File: config.mk
export PLATFORM = sky130hd
export DESIGN_NAME = gbp_ram
export DESIGN_NICKNAME = d
export VERILOG_FILES = /design/src/rtl/gshare_bimodal_branch_predictor_unit_macros.svh /design/src/rtl/gbp_ram.sv
export SDC_FILE = /design/constraint.sdc
export NUM_CORES = 2
export LEC_CHECK = 0
export BUFFER_PORTS_ARGS = -buffer_cell sky130_fd_sc_hd__buf_2
export CORE_UTILIZATION = 55
export CTS_CLUSTER_SIZE = 20
export DETAILED_ROUTE_END_ITERATION = 16
export MAX_ROUTING_LAYER = met4
export PLACE_DENSITY = 0.82
export SLEW_MARGIN = 0
export SYNTH_ARGS = -nofsm -noshare
export SYNTH_HDL_FRONTEND = slang
export SYNTH_SLANG_ARGS = --single-unit
File: constraint.sdc
create_clock -name clk -period 4.9 [get_ports clk]
set_clock_uncertainty 0.15 [all_clocks]
set_input_delay 0.49 -clock clk [delete_from_list [all_inputs] [get_ports clk]]
set_output_delay 0.49 -clock clk [all_outputs]
set_load 0.01 [all_outputs]
File: src/rtl/gshare_bimodal_branch_predictor_unit_macros.svh
// Assertion macros for the branch predictor unit.
// Clock clk and reset rst are taken from the enclosing module.
`ifndef GSHARE_BIMODAL_BRANCH_PREDICTOR_UNIT_MACROS_SVH
`define GSHARE_BIMODAL_BRANCH_PREDICTOR_UNIT_MACROS_SVH

// Same-cycle implication.
`define GBP_ASSERT_IMP(lbl, ante, cons, msg) \
  lbl: assert property (@(posedge clk) disable iff (rst) (ante) |-> (cons)) \
    else $error(msg);

// Next-cycle implication.
`define GBP_ASSERT_NXT(lbl, ante, cons, msg) \
  lbl: assert property (@(posedge clk) disable iff (rst) (ante) |=> (cons)) \
    else $error(msg);

`endif

File: src/rtl/gbp_ram.sv
// Generic simple dual-port RAM: one write port, one registered read port.
// Read data holds while no read is issued. No dependencies.
`timescale 1ns / 1ps
`default_nettype none

module gbp_ram #(
  parameter int Width = 8,
  parameter int Depth = 256
) (
  input  wire                     clk,
  input  wire                     we,
  input  wire [$clog2(Depth)-1:0] waddr,
  input  wire [Width-1:0]         wdata,
  input  wire                     re,
  input  wire [$clog2(Depth)-1:0] raddr,
  output logic [Width-1:0]        rdata
);

  logic [Width-1:0] mem [Depth];

  always_ff @(posedge clk) begin
    if (we) begin
      mem[waddr] <= wdata;
    end
    if (re) begin
      rdata <= mem[raddr];
    end
  end

endmodule

`default_nettype wire

# ---- Word-level counts from Yosys, hierarchy flattened
# Memories as Yosys holds them, arrays and structs flattened. A register that Yosys moved wholly into a read port is not among the register bits.
# Cells that the tools add are included.
dict set report totals {
  memories 1
  regBits 0
  elab_cells 3
  output_inout_bits 8
  mem_bits_rw 2048
  in_bits 27
}
# memory depth word_bits rd rd_clocked_by_memory_dff write_ports line
set mem_list {}
lappend mem_list {mem 256 8 1 1 1 gbp_ram.sv:19} ;# logic [Width-1:0] mem [Depth];
dict set report classes {
  muxes 2
}
# op count
set ops {}
lappend ops {{2-to-1 mux 1 bit} 2}

# ---- Longest topological paths before layout
dict set report logic_depth {
  ltp_word 2
  depth_mapped 11
  ltp_nobuf 6
}

# ---- Least setup slack after synthesis
# Ideal clock, no wire load.
dict set report synth_path {
  kind {input -> register}
  start {in raddr[0]}
  end {reg rdata[2], read port of mem, data pin}
  setup_time_ns 0.269
  t_required_ns 4.481
  t_arrival_ns 2.297
  slack_ns 2.184
  cell_stages 9
  path_buffers 4
  cell_sequence {buf_6 -> buf_12 -> buf_8 -> buf_2 -> mux4_2 -> a22oi_1 -> a21oi_1 -> nor4_1 -> nor4_2}
}
# item line
set synth_rtl {}
lappend synth_rtl {{start: declaration} gbp_ram.sv:15} ;# input wire [$clog2(Depth)-1:0] raddr,
lappend synth_rtl {{end: declaration} gbp_ram.sv:16} ;# output logic [Width-1:0] rdata

==> results.yml <==
timing:
  tightest_slew_ps: 1270
  finalCriticalPeriod_ps: 3510
  setup_viol: 0
  post-route-period-util: 0.717
  rsz0062_at_grt: "no"
  final_max_slew_viol_count: 0
  tns_ps: 0
  max-slew-margin-rel: 0.146
  hold_viol: 0
  max_freq_ghz: 0.285
drt:
  viasPerCell: 6.96
  drt_wl_total_um: 203000
  drt_first_pass_iters: 10
  postRouteAntennaNets: 0
  vias: 41200
  drtIter0Drc: 6956
  drc: 0
  wire_per_inst_um: 34.2
min_path:
  min_to: "mem[206][5]"
  hold_path_class: "in -> reg"
  hold_start: "wdata[5]"
  worstHoldPathCells: 1
clocking:
  htree_levels: 4
  cts_tree: "done"
  numClockSinks: 2056
  root_buffer: "clkbuf_16"
  clkLatencyLatePin_ps: 830
  clkSlewWorstSetupHoldPaths_ps: 60
  clockBufferDepth: 3
  cts-buffers-inserted: 190
  cts.repair.resized: 0
critical_path:
  worst-path-max-fanout: 47
  startpoint_type: "input pin"
  cp.arrival_ps: 3880
  reg2regPathDepth: 6
  critical_path_class: "in -> reg"
  cp_data_required_time_ps: 5270
  end_kind: "flip-flop"
  r2r_slack_ps: 1540
  rr_startpoint: "mem[83][3]"
  r2r_end: "rdata[3]"
cells_and_area:
  final_cells: 5920
  fill_cells: 9195
  syn_to_final_growth_pct: 10.6
  drive_gt1_frac: 0.222
  final_area_sq_um: 88000
  nets: 3881
place:
  gp_congestion: 0.917
  io_buffers: 34
  hpwl_um: 114000
  postPlaceCellArea_sq_um: 82100
  placed_cells: 5564
synthesis:
  syn_avg_cell_area_sq_um: 21.3
  synth_fp_nets: 3760
  ys_types: 54
  synth.top_cell.area_share: 0.775
  synth_mux_area_frac: 0.146
  synth_compound_area_frac: 0.0342
  synth_ff_type: "edfxtp_1"
  synthCells: 3733
  yosys.area.top_type: "edfxtp_1"
  synth_top_cells_by_area: "edfxtp_1 78%, mux4_2 13%, mux2i_1 1.7%, nor2_1 1.3%, a22oi_1 1.3%"
  synth_top_family_by_area: "multiplexers"
  synth_fa_ha_area_frac: 0
  yosysWarnings: 0
  synth-simple-area-share: 0.0263
  synth_area_sq_um: 79600
  synth_enable_flop_cells: 2056
  async_flop_share: 0
  ys_seq_elements: 2056
  seq_area_frac_synth: 0.775
  post_synth_xor_area_fraction: 0
floorplanning:
  rows: 139
  dieWidth_um: 383
  core_sq_um: 144000
  fp.dieArea_sq_um: 146000
  start_util: 0.554
  io_pins: 35
  dieHeight_um: 383
power:
  vdd_drop_max_uv: 395
  p_leak_uw: 0.0270
  power_uw: 35500
  cellPowerDensity_nw_per_um2: 404
grt:
  gr-total-overflow: 0
  antenna_found_initial: 15
  grt_pass1_wl_um: 288000
  gr-usage-all-layers: 0.284
  grt_pass1_vias: 41100
  grt_start_max_net_pins: 158
flow_run:
  cap_violations: 0
outcome:
  status: "finished clean"
==> kinds of logic (layout without fill, tap and decap cells) <==
kind of cell           Yosys count  count (layout)
multiplexers                   591             591
AO/OA/AOI/OAI                  385             385
AND/OR/NAND/NOR                466             466
other                            0              14
buffers and inverters          235             505
flip-flops                    2056            2056
==> cell usage in the layout, fill, tap and decap left out, types with 13 or more instances in the layout <==
master     count
a211oi_1      16
nor2b_1       28
nand3_1       34
nor3_1        22
o221ai_1      46
nor4_1        24
nor2_1       279
clkbuf_16    192
nand2_1       33
clkinv_1      43
buf_12        22
a221oi_1      13
bufinv_16     13
edfxtp_1    2056
mux4_2       454
clkbuf_1      43
diode_2       14
buf_4        106
o22ai_1       28
clkinv_2      32
mux2i_1      134
a22oi_1      133
buf_2         23
a21oi_1       96
==> Yosys cell counts, drive strengths merged (2+ instances only) <==
cell type	instances
a2111oi	5
a211oi	16
a21oi	96
a221oi	14
a22o	8
a22oi	133
a311oi	2
a31oi	2
and2	6
and3b	2
buf	122
clkbuf	111
edfxtp	2056
mux2i	134
mux4	456
nand2	33
nand2b	8
nand3	34
nand3b	2
nand4	10
nor2	282
nor2b	31
nor3	22
nor4	27
o211ai	10
o21ai	12
o221ai	47
o22a	5
o22ai	28
o32ai	5
or2	4
==> how the worst max path moves through the flow <==
stage	from	end	slack, ps	depth (start not counted)
3_3_place_gp	raddr[0]	rdata[4]	670	9
4_1_cts	raddr[0]	rdata[4]	1450	9
6_report	raddr[0]	rdata[7]	1390	8
2_1_floorplan	raddr[0]	rdata[2]	2180	9
5_1_grt	raddr[0]	rdata[4]	1320	9
3_5_place_dp	raddr[0]	rdata[4]	630	9
==> state kept, by name, indices dropped and copies added, names as in the netlist <==
| name | count |
|---|---|
| mem | 2048 |
| rdata | 8 |
==> per-stage QoR <==
step	util	hold WS (ps)	worst slack (ps)
2_1_floorplan	-	439	2180
3_3_place_gp	0.571	793	674
3_5_place_dp	0.571	791	629
4_1_cts	0.613	147	1450
5_1_grt	0.613	185	1320
6_report	0.613	169	1390
==> power by group <==
group | switching (uW) | internal (uW) | total [uW]
Combinational | 1170 | 592 | 1760
Clock | 6470 | 7880 | 14400
Sequential | 26.9 | 19400 | 19400
Total | 7670 | 27900 | 35500
==> timing repair <==
item	in CTS	in global routing
hold endpoints to repair	8	0
buffers inserted	0	0
hold buffers	1	0
==> critical path, stage by stage <==
cell and delay (ps):
buf_8 420, buf_12 400, buf_4 380, mux4_2 550, a22oi_1 210, a21oi_1 200, nor4_1 900, nor4_1 170
==> area by class of cell <==
cell class	count	area [sq um]	share of cell area
Sequential cell	2056	61700	0.701
Multi-Input combinational cell	1442	16500	0.187
Clock buffer	235	4970	0.0564
Tap cell	1903	2380	0.0270
Timing Repair Buffer	162	1500	0.0171
Clock inverter	106	947	0.0108
Antenna cell	14	35.0	0.000398
Inverter	2	7.51	0.0000853
==> per-layer routing <==
layer | track usage | share of wire | wire, um
met4 | 0.127 | 0.054 | 10900
met2 | 0.434 | 0.48 | 96500
met1 | 0.364 | 0.33 | 67700
met5 | - | 0 | 0
met3 | 0.0700 | 0.14 | 27600
No activity file was read; power rests on OpenSTA's default activity.
